### src/bpseq_pkg.sv
// Package for the buzzer pattern sequencer: codes, state and item types,
// and the constant beep pattern table.
// Depends on nothing.
`timescale 1ns / 1ps

package bpseq_pkg;

    // Item kinds on the input channel.
    localparam logic MODE_TICK = 1'b0;
    localparam logic MODE_PLAY = 1'b1;

    // Sound codes: none, first and last stored sequence.
    localparam logic [3:0] SND_NONE  = 4'd0;
    localparam logic [3:0] SND_FIRST = 4'd1;
    localparam logic [3:0] SND_LAST  = 4'd14;

    typedef enum logic [1:0] {
        PH_IDLE  = 2'd0,
        PH_TONE  = 2'd1,
        PH_PAUSE = 2'd2
    } phase_t;

    // One request as held in the input register.
    typedef struct packed {
        logic       mode;
        logic [3:0] sound;
    } item_t;

    // One step of a beep sequence.
    typedef struct packed {
        logic [8:0] tone;
        logic [8:0] pause;
        logic [2:0] rep;
    } beep_step_t;

    // Sequencer state carried from one request to the next.
    typedef struct packed {
        logic [3:0] active_sound;
        logic [2:0] step_number;
        logic [2:0] repeats_left;
        phase_t     phase;
        logic [8:0] time_left;
        logic       running;
        logic       pin_level;
    } seq_state_t;

    localparam seq_state_t STATE_HALTED = '{
        active_sound: 4'd0,
        step_number:  3'd0,
        repeats_left: 3'd0,
        phase:        PH_IDLE,
        time_left:    9'd0,
        running:      1'b0,
        pin_level:    1'b0
    };

    function automatic beep_step_t mk_step(input logic [8:0] tone,
                                           input logic [8:0] pause,
                                           input logic [2:0] rep);
        beep_step_t s;
        s.tone  = tone;
        s.pause = pause;
        s.rep   = rep;
        return s;
    endfunction

    // Pattern table. Any sound or step outside the stored rows reads as the
    // all-zero end step.
    function automatic beep_step_t rom_step(input logic [3:0] sound,
                                            input logic [2:0] step);
        beep_step_t s;
        s = '0;
        case (sound)
            4'd1:  if (step == 3'd0) s = mk_step(9'd100, 9'd0, 3'd1);
            4'd2:  if (step == 3'd0) s = mk_step(9'd80, 9'd80, 3'd2);
            4'd3:  if (step == 3'd0) s = mk_step(9'd60, 9'd60, 3'd2);
            4'd4:  if (step == 3'd0) s = mk_step(9'd100, 9'd0, 3'd1);
            4'd5:  if (step == 3'd0) s = mk_step(9'd60, 9'd60, 3'd3);
            4'd6:  if (step == 3'd0) s = mk_step(9'd500, 9'd0, 3'd1);
            4'd7: begin
                case (step)
                    3'd0:    s = mk_step(9'd80, 9'd40, 3'd1);
                    3'd1:    s = mk_step(9'd160, 9'd40, 3'd1);
                    3'd2:    s = mk_step(9'd80, 9'd0, 3'd1);
                    default: s = '0;
                endcase
            end
            4'd8: begin
                case (step)
                    3'd0:    s = mk_step(9'd180, 9'd40, 3'd1);
                    3'd1:    s = mk_step(9'd80, 9'd0, 3'd1);
                    default: s = '0;
                endcase
            end
            4'd9: begin
                case (step)
                    3'd0:    s = mk_step(9'd40, 9'd20, 3'd1);
                    3'd1:    s = mk_step(9'd60, 9'd20, 3'd1);
                    3'd2:    s = mk_step(9'd80, 9'd20, 3'd1);
                    3'd3:    s = mk_step(9'd100, 9'd20, 3'd1);
                    3'd4:    s = mk_step(9'd140, 9'd120, 3'd1);
                    default: s = '0;
                endcase
            end
            4'd10: begin
                case (step)
                    3'd0:    s = mk_step(9'd140, 9'd30, 3'd1);
                    3'd1:    s = mk_step(9'd100, 9'd30, 3'd1);
                    3'd2:    s = mk_step(9'd80, 9'd30, 3'd1);
                    3'd3:    s = mk_step(9'd60, 9'd30, 3'd1);
                    3'd4:    s = mk_step(9'd40, 9'd200, 3'd1);
                    default: s = '0;
                endcase
            end
            4'd11: if (step == 3'd0) s = mk_step(9'd50, 9'd30, 3'd3);
            4'd12: if (step == 3'd0) s = mk_step(9'd40, 9'd20, 3'd4);
            4'd13: begin
                case (step)
                    3'd0:    s = mk_step(9'd50, 9'd40, 3'd3);
                    3'd1:    s = mk_step(9'd120, 9'd0, 3'd1);
                    default: s = '0;
                endcase
            end
            4'd14: if (step == 3'd0) s = mk_step(9'd30, 9'd0, 3'd1);
            default: s = '0;
        endcase
        return s;
    endfunction

endpackage

### src/buzzer_pattern_sequencer_core.sv
// Top level of the buzzer pattern sequencer: input register, state and
// result registers. Uses bpseq_pkg, bpseq_in_reg and bpseq_next.
//
//   Channel  Ports                        Carries
//   -------  ---------------------------  ---------------------------------
//   input    s_valid s_ready s_mode       one tick or play request
//            s_sound
//   result   m_valid m_ready m_buzzer_on  pin level and busy flag after
//            m_busy_res                   each request
//
// Each request passes first through the input register, then through the
// state update into the result register. One request is accepted every
// cycle while results are taken. Reset (aresetn low, synchronous) empties
// both registers and halts the sequencer silent; the m_buzzer_on register
// itself is not reset. A stalled result holds the update stage, and the
// input register then fills and drops s_ready.
`timescale 1ns / 1ps

module buzzer_pattern_sequencer_core (
    input  logic       aclk,
    input  logic       aresetn,
    input  logic       s_valid,
    output logic       s_ready,
    input  logic       s_mode,
    input  logic [3:0] s_sound,
    output logic       m_valid,
    input  logic       m_ready,
    output logic       m_buzzer_on,
    output logic       m_busy_res
);
    import bpseq_pkg::*;

    logic       item_valid;
    item_t      item;
    logic       advance;
    seq_state_t state_reg;
    seq_state_t state_next;
    logic       out_valid_reg;
    logic       out_buzzer_reg;
    logic       out_busy_reg;

    // The update stage moves when the result register is free or drained.
    assign advance = item_valid && (!out_valid_reg || m_ready);

    bpseq_in_reg u_in_reg (
        .aclk       (aclk),
        .aresetn    (aresetn),
        .s_valid    (s_valid),
        .s_ready    (s_ready),
        .s_mode     (s_mode),
        .s_sound    (s_sound),
        .take       (advance),
        .item_valid (item_valid),
        .item       (item)
    );

    bpseq_next u_next (
        .item (item),
        .cur  (state_reg),
        .nxt  (state_next)
    );

    // Sequencer state and result valid.
    always_ff @(posedge aclk) begin
        if (!aresetn) begin
            state_reg     <= STATE_HALTED;
            out_valid_reg <= 1'b0;
        end else begin
            if (advance) begin
                state_reg <= state_next;
            end
            if (advance) begin
                out_valid_reg <= 1'b1;
            end else if (m_ready) begin
                out_valid_reg <= 1'b0;
            end
        end
    end

    // Result payload.
    always_ff @(posedge aclk) begin
        if (advance) begin
            out_buzzer_reg <= state_next.pin_level;
            out_busy_reg   <= state_next.running;
        end
    end

    assign m_valid     = out_valid_reg;
    assign m_buzzer_on = out_buzzer_reg;
    assign m_busy_res  = out_busy_reg;

endmodule

### src/bpseq_in_reg.sv
// Input register of the buzzer pattern sequencer: holds one accepted
// request until the update stage takes it. Uses bpseq_pkg.
`timescale 1ns / 1ps

module bpseq_in_reg (
    input  logic                aclk,
    input  logic                aresetn,
    input  logic                s_valid,
    output logic                s_ready,
    input  logic                s_mode,
    input  logic [3:0]          s_sound,
    input  logic                take,
    output logic                item_valid,
    output bpseq_pkg::item_t    item
);
    import bpseq_pkg::*;

    logic  valid_reg;
    logic  valid_next;
    item_t item_reg;

    // The register may refill in the same cycle as it is drained.
    assign s_ready    = !valid_reg || take;
    assign valid_next = (s_valid && s_ready) || (valid_reg && !take);

    always_ff @(posedge aclk) begin
        if (!aresetn) begin
            valid_reg <= 1'b0;
        end else begin
            valid_reg <= valid_next;
        end
    end

    always_ff @(posedge aclk) begin
        if (s_valid && s_ready) begin
            item_reg.mode  <= s_mode;
            item_reg.sound <= s_sound;
        end
    end

    assign item_valid = valid_reg;
    assign item       = item_reg;

endmodule

### src/bpseq_next.sv
// Next-state logic of the buzzer pattern sequencer: applies one play or
// tick request to the current state. Uses bpseq_pkg and its pattern table.
`timescale 1ns / 1ps

module bpseq_next (
    input  bpseq_pkg::item_t      item,
    input  bpseq_pkg::seq_state_t cur,
    output bpseq_pkg::seq_state_t nxt
);
    import bpseq_pkg::*;

    beep_step_t cur_step;
    beep_step_t following_step;
    beep_step_t first_step;
    logic [2:0] following_number;
    logic [8:0] time_dec;

    assign following_number = cur.step_number + 3'd1;
    assign cur_step         = rom_step(cur.active_sound, cur.step_number);
    assign following_step   = rom_step(cur.active_sound, following_number);
    assign first_step       = rom_step(item.sound, 3'd0);
    assign time_dec         = (cur.time_left != 9'd0) ? cur.time_left - 9'd1 : 9'd0;

    // Start a step: an all-zero step ends the sequence, otherwise tone on.
    function automatic seq_state_t begin_step(input seq_state_t st,
                                              input beep_step_t bs);
        seq_state_t r;
        r = st;
        if (bs == '0) begin
            r = STATE_HALTED;
        end else begin
            r.repeats_left = (bs.rep != 3'd0) ? bs.rep : 3'd1;
            r.phase        = PH_TONE;
            r.pin_level    = 1'b1;
            r.time_left    = bs.tone;
        end
        return r;
    endfunction

    // End of a tone/pause cycle: repeat the step or move on to the next one.
    function automatic seq_state_t after_cycle(input seq_state_t st,
                                               input beep_step_t bs,
                                               input beep_step_t nbs,
                                               input logic [2:0] nnum);
        seq_state_t r;
        r = st;
        if (st.repeats_left > 3'd1) begin
            r.repeats_left = st.repeats_left - 3'd1;
            r.phase        = PH_TONE;
            r.pin_level    = 1'b1;
            r.time_left    = bs.tone;
        end else begin
            r.step_number = nnum;
            r = begin_step(r, nbs);
        end
        return r;
    endfunction

    always_comb begin
        seq_state_t t;
        nxt = cur;
        t   = cur;
        if (item.mode == MODE_PLAY) begin
            // Stop codes clear everything; a known sound restarts its sequence.
            if (item.sound == SND_NONE || item.sound > SND_LAST) begin
                nxt = STATE_HALTED;
            end else begin
                t.active_sound = item.sound;
                t.step_number  = 3'd0;
                t.phase        = PH_IDLE;
                t.running      = 1'b1;
                nxt = begin_step(t, first_step);
            end
        end else if (cur.running) begin
            // One millisecond passes; act when the phase has run out.
            t.time_left = time_dec;
            nxt = t;
            if (time_dec == 9'd0) begin
                case (cur.phase)
                    PH_TONE: begin
                        t.pin_level = 1'b0;
                        if (cur_step.pause == 9'd0) begin
                            nxt = after_cycle(t, cur_step, following_step,
                                              following_number);
                        end else begin
                            t.phase     = PH_PAUSE;
                            t.time_left = cur_step.pause;
                            nxt = t;
                        end
                    end
                    PH_PAUSE: begin
                        nxt = after_cycle(t, cur_step, following_step,
                                          following_number);
                    end
                    default: nxt = t;
                endcase
            end
        end
    end

endmodule
### config.mk
export PLATFORM = sky130hd
export DESIGN_NAME = buzzer_pattern_sequencer_core
export DESIGN_NICKNAME = d
export VERILOG_FILES = /design/src/bpseq_pkg.sv /design/src/buzzer_pattern_sequencer_core.sv /design/src/bpseq_in_reg.sv /design/src/bpseq_next.sv
export SDC_FILE = /design/constraint.sdc
export NUM_CORES = 1
export LEC_CHECK = 0
export BUFFER_PORTS_ARGS = -buffer_cell sky130_fd_sc_hd__clkbuf_2
export CAP_MARGIN = 20
export CORE_MARGIN = 2
export CORE_UTILIZATION = 60
export CTS_BUF_LIST = sky130_fd_sc_hd__clkbuf_2
export CTS_CLUSTER_DIAMETER = 150
export CTS_CLUSTER_SIZE = 10
export DETAILED_ROUTE_END_ITERATION = 8
export GPL_ROUTABILITY_DRIVEN = 0
export MAX_ROUTING_LAYER = met4
export PLACE_DENSITY = 0.81
export REMOVE_ABC_BUFFERS = 1
export SETUP_SLACK_MARGIN = 0.5
export SYNTH_ARGS = -nofsm -noshare
export SYNTH_HDL_FRONTEND = slang
export SYNTH_SLANG_ARGS = --single-unit
### constraint.sdc
create_clock -name aclk -period 3.6 [get_ports aclk]
set_input_delay 0.36 -clock aclk [delete_from_list [all_inputs] [get_ports aclk]]
set_output_delay 0.36 -clock aclk [all_outputs]
set_load 0.02 [all_outputs]
==> impl_results.md, run 1 <==
- Worst slew margin: a little over half
- Synth Register Bits: 32
- CP endpoint kind: flop
- Mapped Cells: between 500 and 600
- First-pass GRT wire length: between 15,000 and 20,000 µm
- Starting DRT DRC Count: about 640
- Max IR drop VDD: about 0.27 mV
- Initial antenna violation count: 0
- Num CTS Buffers: 5
- Final Worst Setup Slack: a little under 0.6 ns
- Die area: ~7000 µm²
- Area Growth Syn to Fin: 3.01%
- Clk_lat worst skew: around 0.38 ns
- Startpoint types: flop
- Cell taking the most area after synthesis: dfxtp_1
- Yosys Warn Count: 0
- R2r endpoint: state_reg[17]$_SDFFE_PN0P_
- CTS tree: built
- Core area: between 6000 and 7000 µm²
- Worst Reg2Reg Path Length in Cells: 8
- # fillers: about 580
- Die span in x: between 80 and 90 µm
- Sink Count: 32
- Hold Path Cell Cnt: 1
- Syn avg cell area: a little over 7 µm²
- Dpl hpwl: roughly 8400 µm
- Synth unique cells: 86
- Starting Density: 61.3%
- Gr ovfl total: 0
- IO Count: 13
- Gr usage total: 32.7%
- Total number of vias: 4,289
- Drt wl/cell: 19.3 µm
- Fin. max-slew vios: 0
- Final nets: approximately 540
- Remaining DRCs: 0
- Worst EP required: slightly below 4 ns
- Worst Setup SP: state_reg[21]$_SDFFE_PN0P_
- Lkg Pwr: 1.45 nW
- Synth top area cells: dfxtp_1, nand2_1, o21ai_0
- Crit path arrival time: approximately 3.3 ns
- Register area share after synthesis: a little under a fifth
- Clk slew on worst S/H paths: ~0.17 ns
- Port Buffers: 12
- Final Setup Violations: 0
- Reg-to-reg startpoint: state_reg[21]$_SDFFE_PN0P_
- Routed WL: about 12,000 µm
- Root buf cell: clkbuf_2
- Primary FF master, synth: dfxtp_1
- Hold EP: u_in_reg.item[0]$_DFFE_PP_
- H-Tree Depth: 2
- Routed Antenna Nets: 0
- Setup CP Type: reg -> reg
- HP Class: in -> reg
- Chip height: 83.8 µm
- Hold_sp: s_sound[0]
- Post-Route Setup TNS: 0 ns
- Share of the synthesized area in the top cell type: 13.1%
- Hold_buf cts: 0
- Layout cells sized above 1: around 13%
- Tcrit/Tclk final: between 80% and 90%
- Cell Area, Synth: approximately 3800 µm²
- PD cells: approximately 210 nW/µm²
- Max Clock Freq: 331 MHz
- Via density per instance: just over 7
- Max reg flops: 23
- Reg2reg setup slack: slightly below 0.6 ns
- Clk buf depth: 2
- Minimum clock period: slightly above 3 ns
- Outcome: finished, final reports clean
- Largest net degree at the start of global routing: 31
- Final clock skew: about 0.038 ns
- Max-Cap Viols: 0
- DP Worst Slack: between 0.4 and 0.5 ns
- Worst-margin pin slew: roughly 0.7 ns
- Post-synth EDFFs: 7
- Final hold vios: 0
- Site Rows: 29
- RSZ-0062 raised after global routing: false
- Vias in the first global route: roughly 3,700
- Asr flop ratio synth: 0%
- Ant diodes: 0
- Crit-path max FO: 16
- DRT Pass-1 Iters: 6
## stage by stage
step | util [%] | std cells | area [µm²] | power (mW) | hold slack (ns)
after CTS | 62.4 | 595 | 3900 | 0.834 | 0.144
after floorplan | - | 485 | 3590 | 0.587 | 0.459
after global routing | 63.1 | 596 | 3940 | 0.888 | 0.111
final | 63.1 | 596 | 3940 | 0.845 | 0.164
after detailed placement | 61.6 | 587 | 3850 | 0.662 | 0.502
after global placement | 61.6 | 587 | 3850 | 0.656 | 0.485
## routing by layer
metal / part of all wire, % / wire [µm] / vias up / global-route usage (%)
met4: 4.5 / 514 / 0 / 14.2
met1: 40 / 4640 / 1931 / 42.3
met3: 12 / 1360 / 69 / 7.72
met5: 0 / 0 / - / -
li1: - / - / 1960 / -
met2: 43 / 4990 / 329 / 48.9
## where the power goes
part	switching (mW)	leakage (nW)	total, mW	internal, mW
Sequential	0.0327	0.272	0.416	0.384
Clock	0.126	0.0266	0.175	0.0486
Combinational	0.159	1.16	0.254	0.0953
Total	0.318	1.45	0.845	0.527
## how the worst max path moves through the flow
stage / cells past startpoint / slack [ns] / end
floorplan: 9 / 0.59 / m_buzzer_on$_DFFE_PP_
global placement: 9 / 0.62 / m_buzzer_on$_DFFE_PP_
detailed placement: 9 / 0.48 / m_buzzer_on$_DFFE_PP_
CTS: 9 / 0.58 / m_buzzer_on$_DFFE_PP_
global route: 8 / 0.51 / state_reg[17]$_SDFFE_PN0P_
finish: 8 / 0.58 / state_reg[17]$_SDFFE_PN0P_
## cell usage in the layout, fill, tap and decap left out, drive strengths merged, types with 14 or more instances in the layout
master	synthesis	layout
nand2	59	59
nor2b	20	20
nand3	16	16
a21oi	39	39
a31oi	15	15
dfxtp	25	25
inv	22	22
clkbuf	20	18
buf	22	14
nor2	36	36
o21ai	49	49
## area by class of cell
cell class	count	area (µm²)	share of cell area [%]
Timing Repair Buffer	26	165	4.19
Multi-Input combinational cell	431	2840	72.1
Inverter	22	82.6	2.10
Clock inverter	2	11.3	0.286
Clock buffer	6	30.0	0.762
Sequential cell	32	712	18.1
Tap cell	77	96.3	2.45
## worst max-delay path, cell delays in order (launching register included)
cell and delay [ns]:
dfxtp_1 0.75, buf_4 0.32, or4bb_1 0.61, o22ai_1 0.19
o21ba_2 0.20, nand3_1 0.19, o211a_4 0.27, nand2_2 0.08
o311ai_1 0.29
## synthesized netlist by cell type (6+ instances only)
library cell / count
o32ai_1: 6
buf_2: 12
clkbuf_1: 19
o21ai_1: 6
a21oi_1: 39
a31oi_1: 14
a32oi_1: 9
inv_1: 22
a211o_1: 6
nand2b_1: 10
nand2_1: 58
nor3b_1: 7
nand3_1: 16
and2_1: 9
nand4_1: 7
nor3_1: 7
ha_1: 12
dfxtp_1: 25
nor2_1: 36
edfxtp_1: 7
a211oi_1: 6
o21ai_0: 43
and3_1: 6
nor2b_1: 18
buf_6: 6
nor4_1: 6
## timing repair
item	in CTS	in global routing
setup endpoints to repair	3	14
pin swaps	0	1
setup buffers	0	1
resized for setup	2	7
hold endpoints to repair	0	0
cloned	0	0
## logic make-up after synthesis
family,count (synthesis),share of synthesized area [%]
xor gates and xnor gates,3,0.687
AOI/OAI and AO/OA,196,36.2
and+or+nand+nor,214,30.7
adders and majority gates,12,3.93
muxes,6,1.70
DFF,32,18.6
buffers and inverters,64,8.18
(Power assumes the default switching activity.)
==> run 2, diff against run 1 <==
- clock period: 3.6 -> 3.2 ns (I/O delays scaled with it)
==> impl_results.md, run 2 (synthesis gave the netlist of run 1 again) <==
- Outcome: finished, final reports clean
- Worst EP required: 3.39 ns (-0.47 ns)
- Die area: 7030 µm² (unchanged)
- Dpl hpwl: 8460 µm (+0.22%)
- Clk buf depth: 2 (unchanged)
- DRT Pass-1 Iters: 7 (+1)
- CP endpoint kind: flop
- Via density per instance: 7.41 (+3.0%)
- Port Buffers: 12 (unchanged)
- Site Rows: 29 (unchanged)
- Tcrit/Tclk final: 85.9% (+1.9 points)
- CTS tree: built
- Sink Count: 32 (unchanged)
- Max IR drop VDD: 0.291 mV (+8.0%)
- Lkg Pwr: 1.64 nW (+13%)
- Total number of vias: 4,595 (+7.1%)
- Reg2reg setup slack: 0.45 ns (-0.13 ns)
- Chip height: 83.8 µm (unchanged)
- First-pass GRT wire length: 18,600 µm (+0.52%)
- Die span in x: 83.8 µm (unchanged)
- Minimum clock period: 2.75 ns (-0.274 ns)
- Worst-margin pin slew: 0.606 ns (-0.0752 ns)
- Layout cells sized above 1: 22.5% (+9.6 points)
- Crit path to: m_buzzer_on$_DFFE_PP_
- Largest net degree at the start of global routing: 31 (unchanged)
- Reg-to-reg startpoint: state_reg[21]$_SDFFE_PN0P_
- Max-Cap Viols: 0 (unchanged)
- Crit path arrival time: 2.94 ns (-0.34 ns)
- Commonest non-fill, non-tap cell in the layout: nand2_1
- Worst Setup SP: state_reg[21]$_SDFFE_PN0P_
- HP Class: in -> reg
- Final instance area: 4360 µm² (+11%)
- Gr ovfl total: 0 (unchanged)
- Max reg flops: 23 (unchanged)
- R2r endpoint: m_buzzer_on$_DFFE_PP_
- PD cells: 252 nW/µm² (+17%)
- Crit-path max FO: 12 (-4)
- # fillers: 439 (-24%)
- Core area: 6240 µm² (unchanged)
- RSZ-0062 raised after global routing: true
- H-Tree Depth: 2 (unchanged)
- Placed Instance Area: 3910 µm² (+1.6%)
- Final clock skew: 0.0203 ns (-0.0173 ns)
- Vias in the first global route: 3,894 (+3.9%)
- Remaining DRCs: 0 (unchanged)
- Final nets: 563 (+4.5%)
- Post-Route Setup TNS: 0 ns (unchanged)
- Num CTS Buffers: 5 (unchanged)
- Final hold vios: 0 (unchanged)
- Fin. max-slew vios: 0 (unchanged)
- Routed WL: 12,800 µm (+11%)
- Commonest cells after routing, fill and taps aside: nand2_1, o21ai_0, a21oi_1, buf_4, nor2_1
- IO Count: 13 (unchanged)
- Worst Reg2Reg Path Length in Cells: 9 (+1)
- Setup CP Type: reg -> reg
- Final Setup Violations: 0 (unchanged)
- Util after Layout: 69.8% (+6.7 points)
- Startpoint types: flop
- Gr usage total: 32.9% (+0.21 points)
- Root buf cell: clkbuf_2
- Worst slew margin: 59.0% (+4.5 points)
- Routed Antenna Nets: 0 (unchanged)
- Starting Density: 61.3% (unchanged)
- Max Clock Freq: 364 MHz (+10%)
- Clk_lat worst skew: 0.41 ns (+0.03 ns)
- Clk slew on worst S/H paths: 0.19 ns (+0.02 ns)
- Drt wl/cell: 20.7 µm (+7.0%)
- Initial antenna violation count: 0 (unchanged)
- Ant diodes: 0 (unchanged)
- Starting DRT DRC Count: 878 (+37%)
- Area Growth Syn to Fin: 13.9%
-- run 2: cell count changes in the layout (fill, tap and decap cells not counted), moves of 3 or more --
| cell | delta |
|---|---|
| dfxtp_1 | -7 |
| ha_4 | +4 |
| dfxtp_2 | +3 |
| ha_1 | -4 |
| buf_4 | +22 |
| dfxtp_4 | +4 |
-- run 2: area by class of cell --
cell class	instances	area (µm²)	area share [%]
clock buffer	5	25.0	0.574
clock inverter	3	41.3	0.948
inverter	22	86.3	1.98
multi-input combinational	431	3020	69.4
sequential	32	731	16.8
tap	77	96.3	2.21
timing repair buffer	50	353	8.10
-- run 2: report_power, final --
group          switching [mW]  internal (mW)
Sequential             0.0377          0.429
Clock                   0.168          0.132
Combinational           0.199          0.131
-- run 2: metal layers --
| metal | GRT usage, % | part of all wire [%] | vias to the layer above |
|---|---|---|---|
| li1 | - | - | 2019 |
| met1 | 44.2 | 38 | 2060 |
| met2 | 49.4 | 43 | 396 |
| met3 | 6.13 | 12 | 120 |
| met4 | 12.5 | 5.8 | 0 |
| met5 | - | 0 | - |
-- run 2: critical path: stages, from the launching register on --
cell,delay (ns)
dfxtp_2,0.54
buf_4,0.24
nor4bb_1,0.58
o21ai_1,0.32
nand4_4,0.23
buf_4,0.15
o21bai_4,0.09
buf_4,0.17
a21boi_4,0.16
nand2_1,0.06
-- run 2: worst min path at each step --
| stage | startpoint | end | cells after the start |
|---|---|---|---|
| after floorplan | s_sound[0] | u_in_reg.item[0]$_DFFE_PP_ | 0 |
| after global placement | state_reg[0]$_SDFFE_PN0P_ | state_reg[0]$_SDFFE_PN0P_ | 2 |
| after detailed placement | s_sound[2] | u_in_reg.item[2]$_DFFE_PP_ | 1 |
| after CTS | s_sound[3] | u_in_reg.item[3]$_DFFE_PP_ | 1 |
| after global routing | s_sound[2] | u_in_reg.item[2]$_DFFE_PP_ | 1 |
| final | s_sound[2] | u_in_reg.item[2]$_DFFE_PP_ | 1 |
-- run 2: what timing repair did --
action,CTS,global route
resized for setup,22,39
setup endpoints to repair,24,24
gates cloned,0,1
hold buffers,0,0
setup buffers,3,13
pin swaps,4,13
hold endpoints to repair,0,0
-- run 2: through the flow --
step	worst slack, ns	std cells	power [mW]	hold WS (ns)
4_1_cts	0.491	606	1.05	0.0783
6_report	0.452	620	1.10	0.0781
5_1_grt	0.392	620	1.13	0.0706
3_3_place_gp	0.294	595	0.743	0.489
3_5_place_dp	0.146	595	0.750	0.499
2_1_floorplan	0.189	485	0.661	0.419
